[src/slt_pkg.sv]
package slt_pkg;

  // field widths fixed by the item format
  localparam int unsigned VAL_W    = 32;
  localparam int unsigned REQ_W    = 2;
  localparam int unsigned STATUS_W = 3;
  localparam int unsigned RANK_W   = 9;

  // request codes (the unused code is handled as a search)
  localparam logic [REQ_W-1:0] REQ_INSERT = 2'd0;
  localparam logic [REQ_W-1:0] REQ_REMOVE = 2'd1;
  localparam logic [REQ_W-1:0] REQ_SEARCH = 2'd2;

  // result status codes
  localparam logic [STATUS_W-1:0] ST_INSERTED  = 3'd0;
  localparam logic [STATUS_W-1:0] ST_FULL      = 3'd1;
  localparam logic [STATUS_W-1:0] ST_REMOVED   = 3'd2;
  localparam logic [STATUS_W-1:0] ST_NOT_FOUND = 3'd3;
  localparam logic [STATUS_W-1:0] ST_EMPTY     = 3'd4;
  localparam logic [STATUS_W-1:0] ST_FOUND     = 3'd5;

  // operation broadcast from the controller to every cell
  typedef struct packed {
    logic                    ins;
    logic                    rem;
    logic signed [VAL_W-1:0] value;
  } op_t;

  // compare flags a cell reports for the broadcast value
  typedef struct packed {
    logic lt;
    logic eq;
    logic first;
  } cmp_t;

endpackage

[src/slt_cell.sv]
module slt_cell
  import slt_pkg::*;
(
  input  logic                    clk,
  input  logic                    rst_n,
  input  op_t                     op,
  input  logic                    left_lt,
  input  logic                    left_eq,
  input  logic signed [VAL_W-1:0] left_val,
  input  logic                    left_vld,
  input  logic signed [VAL_W-1:0] right_val,
  input  logic                    right_vld,
  output logic signed [VAL_W-1:0] val,
  output logic                    vld,
  output cmp_t                    cmp
);

  logic signed [VAL_W-1:0] val_r, val_nxt;
  logic                    vld_r, vld_nxt;

  // local compare against the broadcast value
  always_comb begin
    cmp.lt    = vld_r && (val_r < op.value);
    cmp.eq    = vld_r && (val_r == op.value);
    cmp.first = cmp.eq && !left_eq;
  end

  // insert shifts right from the insertion point, remove shifts left
  always_comb begin
    val_nxt = val_r;
    vld_nxt = vld_r;
    if (op.ins && !cmp.lt) begin
      if (left_lt) begin
        val_nxt = op.value;
        vld_nxt = 1'b1;
      end else begin
        val_nxt = left_val;
        vld_nxt = left_vld;
      end
    end else if (op.rem && !cmp.lt) begin
      val_nxt = right_val;
      vld_nxt = right_vld;
    end
  end

  always_ff @(posedge clk) begin
    if (!rst_n) begin
      vld_r <= 1'b0;
    end else begin
      vld_r <= vld_nxt;
    end
    val_r <= val_nxt;
  end

  assign val = val_r;
  assign vld = vld_r;

endmodule

[src/sorted_list_table.sv]
// Sorted table of up to DEPTH signed 32-bit values, ascending, held in a row
// of cells. Each item inserts (before equal values), removes the first equal
// value, or searches for it; the result gives status, 1-based rank on a search
// hit and the count after the item. All cells compare against the broadcast
// value and shift by one place in the same cycle, and the result lands in an
// output register. A new item is taken in every cycle in which that register
// is empty or being drained, so the sustained rate is one item per clock. The
// table is empty after reset.
module sorted_list_table
  import slt_pkg::*;
#(
  parameter int unsigned DEPTH = 16
)(
  input  logic                    clk,
  input  logic                    rst_n,
  input  logic                    in_valid,
  output logic                    in_ready,
  input  logic [REQ_W-1:0]        in_req_type,
  input  logic signed [VAL_W-1:0] in_value,
  output logic                    out_valid,
  input  logic                    out_ready,
  output logic [STATUS_W-1:0]     out_status,
  output logic [RANK_W-1:0]       out_rank,
  output logic [RANK_W-1:0]       out_count
);

  localparam int unsigned CNT_W = $clog2(DEPTH + 1);
  localparam int unsigned IDX_W = $clog2(DEPTH);

  logic signed [VAL_W-1:0] cell_val [DEPTH];
  logic [DEPTH-1:0]        cell_vld;
  cmp_t                    cell_cmp [DEPTH];
  logic [DEPTH-1:0]        first_vec;

  logic [CNT_W-1:0]    count_r, count_nxt;
  logic                out_valid_r;
  logic [STATUS_W-1:0] status_r, status_nxt;
  logic [RANK_W-1:0]   rank_r, rank_nxt;

  logic       in_fire;
  logic       full, empty, found;
  logic [IDX_W-1:0] first_idx;
  op_t        op;

  assign in_ready = !out_valid_r || out_ready;
  assign in_fire  = in_valid && in_ready;
  assign full     = (count_r == CNT_W'(DEPTH));
  assign empty    = (count_r == '0);
  assign found    = |first_vec;

  // one-hot to index of the first equal cell
  always_comb begin
    first_idx = '0;
    for (int i = 0; i < DEPTH; i++) begin
      if (first_vec[i]) begin
        first_idx = first_idx | IDX_W'(i);
      end
    end
  end

  // operation broadcast to the cells
  always_comb begin
    op.value = in_value;
    op.ins   = in_fire && (in_req_type == REQ_INSERT) && !full;
    op.rem   = in_fire && (in_req_type == REQ_REMOVE) && found;
  end

  // row of cells
  for (genvar g = 0; g < DEPTH; g++) begin : g_cell
    logic                    l_lt, l_eq, l_vld, r_vld;
    logic signed [VAL_W-1:0] l_val, r_val;

    if (g == 0) begin : g_first
      assign l_lt  = 1'b1;
      assign l_eq  = 1'b0;
      assign l_val = '0;
      assign l_vld = 1'b0;
    end else begin : g_mid
      assign l_lt  = cell_cmp[g-1].lt;
      assign l_eq  = cell_cmp[g-1].eq;
      assign l_val = cell_val[g-1];
      assign l_vld = cell_vld[g-1];
    end

    if (g == DEPTH - 1) begin : g_last
      assign r_val = '0;
      assign r_vld = 1'b0;
    end else begin : g_inner
      assign r_val = cell_val[g+1];
      assign r_vld = cell_vld[g+1];
    end

    slt_cell u_cell (
      .clk       (clk),
      .rst_n     (rst_n),
      .op        (op),
      .left_lt   (l_lt),
      .left_eq   (l_eq),
      .left_val  (l_val),
      .left_vld  (l_vld),
      .right_val (r_val),
      .right_vld (r_vld),
      .val       (cell_val[g]),
      .vld       (cell_vld[g]),
      .cmp       (cell_cmp[g])
    );

    assign first_vec[g] = cell_cmp[g].first;
  end

  // result and count for the current item
  always_comb begin
    count_nxt  = count_r;
    rank_nxt   = '0;
    status_nxt = ST_NOT_FOUND;
    case (in_req_type)
      REQ_INSERT: begin
        if (full) begin
          status_nxt = ST_FULL;
        end else begin
          status_nxt = ST_INSERTED;
          count_nxt  = count_r + 1'b1;
        end
      end
      REQ_REMOVE: begin
        if (empty) begin
          status_nxt = ST_EMPTY;
        end else if (found) begin
          status_nxt = ST_REMOVED;
          count_nxt  = count_r - 1'b1;
        end else begin
          status_nxt = ST_NOT_FOUND;
        end
      end
      default: begin
        if (found) begin
          status_nxt = ST_FOUND;
          rank_nxt   = RANK_W'(first_idx) + 1'b1;
        end
      end
    endcase
  end

  // output register and count
  always_ff @(posedge clk) begin
    if (!rst_n) begin
      count_r     <= '0;
      out_valid_r <= 1'b0;
    end else begin
      if (in_fire) begin
        count_r     <= count_nxt;
        out_valid_r <= 1'b1;
      end else if (out_ready) begin
        out_valid_r <= 1'b0;
      end
    end
    if (in_fire) begin
      status_r <= status_nxt;
      rank_r   <= rank_nxt;
    end
  end

  assign out_valid  = out_valid_r;
  assign out_status = status_r;
  assign out_rank   = rank_r;
  assign out_count  = RANK_W'(count_r);

  // count stays in range
  a_count_range: assert property (@(posedge clk) disable iff (!rst_n)
    count_r <= CNT_W'(DEPTH))
    else $error("count above depth");

  // valid cells are exactly the held entries
  a_valid_count: assert property (@(posedge clk) disable iff (!rst_n)
    $countones(cell_vld) == int'(count_r))
    else $error("valid cells disagree with count");

  // at most one cell is the first equal match
  a_first_onehot: assert property (@(posedge clk) disable iff (!rst_n)
    $onehot0(first_vec))
    else $error("several first matches");

  // accepted insert into a non-full table grows the count by one
  a_insert_grows: assert property (@(posedge clk) disable iff (!rst_n)
    in_fire && (in_req_type == REQ_INSERT) && !full |=>
      count_r == $past(count_r) + 1'b1)
    else $error("insert did not grow count");

  // a found search reports a nonzero rank
  a_found_rank: assert property (@(posedge clk) disable iff (!rst_n)
    out_valid_r && (status_r == ST_FOUND) |-> rank_r != '0)
    else $error("found with zero rank");

endmodule

[config.mk]
export PLATFORM = sky130hd
export DESIGN_NAME = sorted_list_table
export DESIGN_NICKNAME = d
export VERILOG_FILES = /design/src/slt_pkg.sv /design/src/slt_cell.sv /design/src/sorted_list_table.sv
export SDC_FILE = /design/constraint.sdc
export NUM_CORES = 2
export LEC_CHECK = 0
export BUFFER_PORTS_ARGS = -buffer_cell sky130_fd_sc_hd__buf_2
export CAP_MARGIN = 5
export CORE_ASPECT_RATIO = 0.5
export CORE_UTILIZATION = 44
export DETAILED_ROUTE_END_ITERATION = 7
export PLACE_DENSITY = 0.68
export SYNTH_ARGS = -nofsm -noshare
export SYNTH_HDL_FRONTEND = slang
export SYNTH_SLANG_ARGS = --single-unit
[constraint.sdc]
create_clock -name clk -period 8.1 [get_ports clk]
set_input_delay 1.62 -clock clk [delete_from_list [all_inputs] [get_ports clk]]
set_output_delay 1.62 -clock clk [all_outputs]
set_load 0.05 [all_outputs]
## Word-level counts from Yosys, hierarchy flattened

Cells that the tools add are included.

- Bits in registers: 546
- Bits in latches: 0
- Memory bits (writable): 0
- ROM bits: 0
- Input bits: 38
- Output and inout port bits: 23
- Logic and storage cells: 338
- Memories: 0

- Add/sub/neg operators: 3
- Multipliers: 0
- Divide/modulo/power cells: 0
- Order comparisons: 16
- Equality and inequality tests: 21
- Shifts and indexed selects: 0
- Mux-type cells: 120
- Bitwise logic cells: 1
- Reductions and logical operators: 141

Operator list:

| cell | number |
|---|---|
| two-way mux 32 bit | 47 |
| equality test 32 bit | 16 |
| < comparator 32 bit | 16 |
| logical AND 1 bit | 84 |
| two-way mux 1 bit | 52 |
| nonzero test 2 bit | 18 |
| logical NOT 1 bit | 33 |
| two-way mux 4 bit | 8 |
| two-way mux 3 bit | 6 |
| OR reduction 16 bit | 1 |
| two-way mux 5 bit | 3 |
| one-hot mux 5 bit (2 select lines) | 1 |
| != test 2 bit (second input constant) | 3 |
| one-hot mux 3 bit (2 select lines) | 1 |
| adder 4 x 1 -> 5 bit (second input constant) | 1 |
| adder 5 x 1 -> 5 bit (second input constant) | 1 |
| equality test 5 bit (second input constant) | 1 |
| logical NOT 5 bit | 1 |
| AND reduction 5 bit | 1 |
| subtractor 5 x 1 -> 5 bit (second input constant) | 1 |
| two-way mux 2 bit | 2 |
| OR reduction 3 bit | 1 |
| equality test 2 x 1 -> 1 bit (second input constant) | 1 |
| logical NOT 2 bit | 1 |
| 2 further kinds | 2 |

## Longest topological paths before layout

- Depth after elaboration: 20
- Gate-level depth with buffers: 15
- Gate-level depth less buffers: 11

## Modules after synthesis

A second synthesis with hierarchy kept.

- Cell total of the unflattened synthesis: 3962
- Area total of the unflattened synthesis: 46842.4 sq um

By module, submodules not included:

| module | instances | cells an instance | area an instance (sq um) | sequential area each (sq um) |
|---|---|---|---|---|
| slt_cell | 16 | 241 | 2865.2 | 980.9 |
| sorted_list_table | 1 | 106 | 998.5 | 360.3 |

## Least setup slack after synthesis

No wires, ideal clock.

- Path kind: in2reg
- Start: input in_value[31]
- End: register g_cell[14].u_cell.val_r[0], enable pin
- Setup time: 461 ps
- Arrival time: 6595 ps
- Required time: 7639 ps
- Slack: 1044 ps
- Cell stages on the path: 13
- Path buffers: 3
- Cells stage by stage: clkbuf_1 -> clkbuf_1 -> inv_1 -> ha_1 -> nand4_1 -> or4_1 -> buf_2 -> nor4_4 -> mux2_2 -> or4_4 -> o31a_1 -> nor2_4 -> nor3_1

- Word-level cells in the longest chain between the ends: 8
- Elaborated cells between the ends (all ways): 70
- Classes of those cells: 1 x order compare; 16 x eq/ne; 53 x reduce/logical

Ends and longest elaborated chain:

| item | line | RTL |
|---|---|---|
| from (decl) | sorted_list_table.sv:19 | `input logic signed [VAL_W-1:0] in_value,` |
| parallel branches: the longest is 7 deep, another holds < comparator 32 bit | - |  |
| nonzero test 2 bit (no line) (*) | - |  |
| to (signal assigned) | slt_cell.sv:52 | `val_r <= val_nxt;` |
| to (decl) | slt_cell.sv:18 | `logic signed [VAL_W-1:0] val_r, val_nxt;` |

Every way passes the cells marked *.
A chain may end at the register's enable or synchronous reset.

## Worst setup path after layout

- Start: input in_value[16]
- End: register g_cell[7].u_cell.val_r[5], enable pin

- Word-level cells in the longest chain between the ends: 8
- Elaborated cells between the ends (all ways): 70
- Classes of those cells: 1 x order compare; 16 x eq/ne; 53 x reduce/logical

Ends and longest elaborated chain:

| item | line |
|---|---|
| parallel branches: the longest is 7 deep, another holds < comparator 32 bit | - |
| nonzero test 2 bit (no line) (*) | - |
| to (signal assigned) | slt_cell.sv:52 |
| to (decl) | slt_cell.sv:18 |

Marked as above.

==> impl_metrics.env <==
export IMPL_fin_ws_ns=1.58
export IMPL_grt_pass1_wl_microns=217000
export IMPL_netlist_cell_type_count=85
export IMPL_antenna_found_initial=2
export IMPL_rows=78
export IMPL_synthTopCellsByArea="edfxtp_1 38%, ha_1 16%, mux2i_1 8.6%, mux2_2 7.9%, o21ai_0 4.8%"
export IMPL_ys_ff_latch=542
export IMPL_final_area_sq_mm=0.0443
export IMPL_vias=34300
export IMPL_synth_cells=3845
export IMPL_viasPerCell=6.70
export IMPL_syn_area_per_cell_sq_um=10.6
export IMPL_cts_path_max_buffers=3
export IMPL_critPathKind="in2reg"
export IMPL_htree_num_levels=2
export IMPL_multi_input_comb_area_sq_mm=0.0235
export IMPL_initial_core_util_pct=44.6
export IMPL_place_gp_congestion=1.05
export IMPL_insertion_delay_ns=0.68
export IMPL_nFillCells=8266
export IMPL_grtUsageTotal_pct=31.1
export IMPL_cp_required_ns=8.43
export IMPL_avgRoutedWirePerCell_microns=29.1
export IMPL_final_max_slew_viol_count=0
export IMPL_setup_viol_count_final=0
export IMPL_layout_common_cells="520 x edfxtp_1, 516 x ha_1, 386 x o21ai_0"
export IMPL_cts_buffers=56
export IMPL_outcome="completed"
export IMPL_crit_arrival_ns=6.85
export IMPL_clock_fmax_mhz=153
export IMPL_ir_drop_mv=0.130
export IMPL_p_total_mw=7.02
export IMPL_worstPathMaxFanout=32
export IMPL_grt_max_degree=105
export IMPL_skew_ns=0.0565
export IMPL_hpwlAfterDp_microns=109000
export IMPL_final_antenna_net_count=0
export IMPL_cts_resized_gates=0
export IMPL_cts_root_buffer="clkbuf_16"
export IMPL_synthFlopType="edfxtp_1"
export IMPL_postCtsSetupBuffers=0
export IMPL_netlist_top_cell_by_area="edfxtp_1"
export IMPL_drc=0
export IMPL_fin_setup_tns_ns=0
export IMPL_ys_seq_area_share_pct=39.6
export IMPL_nNetsFinal=4395
export IMPL_clk_pin_slew_worst_paths_ns=0.06
export IMPL_regArea_sq_mm=0.0161
export IMPL_hold_violations=0
export IMPL_synth_warnings=0
export IMPL_holdBufCountCts=0
export IMPL_drtIter0Drc=4495
export IMPL_die_area_sq_mm=0.0935
export IMPL_end_kind="register"
export IMPL_die_h_microns=217
export IMPL_drive_above_1_share_pct=15.7
export IMPL_final_common_cell="edfxtp_1"
export IMPL_relSlewSlack_pct=3.15
export IMPL_powerDensity_mw_per_mm2=158
export IMPL_cp_start_kind="primary input"
export IMPL_synth_top_area_share_pct=38.5
export IMPL_cap_viol_max_count=0
export IMPL_cts_tree="yes"
export IMPL_clock_sinks=542
export IMPL_final_core_util_pct=48.7
export IMPL_synth_area_sq_mm=0.0406
export IMPL_ios=61
export IMPL_period_share_pct=80.5
export IMPL_routed_wl_microns=149000
export IMPL_fp_coreArea_sq_mm=0.0910
export IMPL_period_minus_slack_ns=6.52
export IMPL_p_leak_nw=17.1
export IMPL_synth_edf_count=520
export IMPL_first_pass_iters=8
export IMPL_port_buffer_count=52
export IMPL_place_area_sq_mm=0.0427
export IMPL_tightest_slew_ns=1.44
export IMPL_rsz0062_at_grt="no"
export IMPL_pre_cts_ws_ns=1.09
export IMPL_async_reset_ff_share_pct=0
export IMPL_hold_path_class="reg2reg"
export IMPL_area_delta_synth_final_pct=9.21
export IMPL_die_w_microns=431
export IMPL_grt_pass1_vias=32700
export IMPL_grt_overflow_total=0
synthesized netlist by cell type (all sizes together) (7+ instances only):
master / instances
nor2: 115
o21a: 16
nand2: 284
a21o: 73
buf: 72
a211oi: 30
nand3: 107
edfxtp: 520
and4: 15
nand4: 117
a2111oi: 8
mux2i: 347
inv: 72
a31oi: 39
o31ai: 7
clkbuf: 175
nor2b: 27
ha: 516
o211ai: 22
dfxtp: 22
nor3: 56
and2: 18
and3: 15
nor4: 27
mux2: 286
a21oi: 347
nand2b: 19
o21ai: 392
sequential cells by signal, indices dropped and copies added (netlist names):
| signal | count |
|---|---|
| count_r | 5 |
| g_cell.u_cell.val | 512 |
| out_rank | 5 |
| out_valid | 1 |
| out_status | 3 |
| g_cell.u_cell.vld | 16 |
cells by family after synthesis:
logic type	Yosys count	share of synthesized area, %
XOR/XNOR	6	0.130
AO/OA/AOI/OAI	1002	14.3
adder cells (fa/ha/maj)	517	16.0
flip-flops	542	39.6
multiplexers	633	16.5
AND/OR/NAND/NOR	824	10.2
other	1	0.00924
buffers and inverters	320	3.32
metrics by stage:
step | hold slack [ns] | std cells
3_3_place_gp | 0.478 | 5022
5_1_grt | 0.548 | 5121
3_5_place_dp | 0.488 | 5022
6_report | 0.502 | 5127
2_1_floorplan | 0.475 | 3852
4_1_cts | 0.496 | 5121
layout make-up:
cell class	count	share of cell area, %
Sequential cell	542	36.2
Inverter	73	0.618
Multi-Input combinational cell	2990	53.0
Antenna cell	6	0.0339
Clock buffer	73	3.33
Tap cell	1240	3.50
Timing Repair Buffer	177	2.87
Clock inverter	26	0.361
worst max-delay path: stages:
cell	delay, ns
buf_2	0.32
inv_1	0.44
ha_1	0.45
nand4_1	0.11
nor4_1	0.74
and3_1	0.36
mux2_2	0.36
or4_4	0.56
o31a_1	0.56
nor2_4	0.66
buf_4	0.27
nor2_4	0.04
buf_4	0.31
per-layer routing:
layer,routed length [microns],global-route usage (%)
met1,60900,43.0
met2,62100,45.6
met3,19400,8.56
met4,6940,13.1
met5,0,0
where the power goes:
group,internal [mW],switching (mW)
sequential,3.18,0.111
combinational,0.440,0.783
clock,1.31,1.20
worst paths after layout:
| path | from | end | slack [ns] | cells past startpoint |
|---|---|---|---|---|
| min | count_r[4] | count_r[4] | 0.50 | 2 |
| max | in_value[16] | g_cell[7].u_cell.val[5] | 1.58 | 13 |
| max reg2reg | g_cell[14].u_cell.val[31] | g_cell[7].u_cell.val[5] | 2.73 | 11 |
| min reg2reg | count_r[4] | count_r[4] | 0.50 | 2 |
Power figures use the tool's default switching activity.
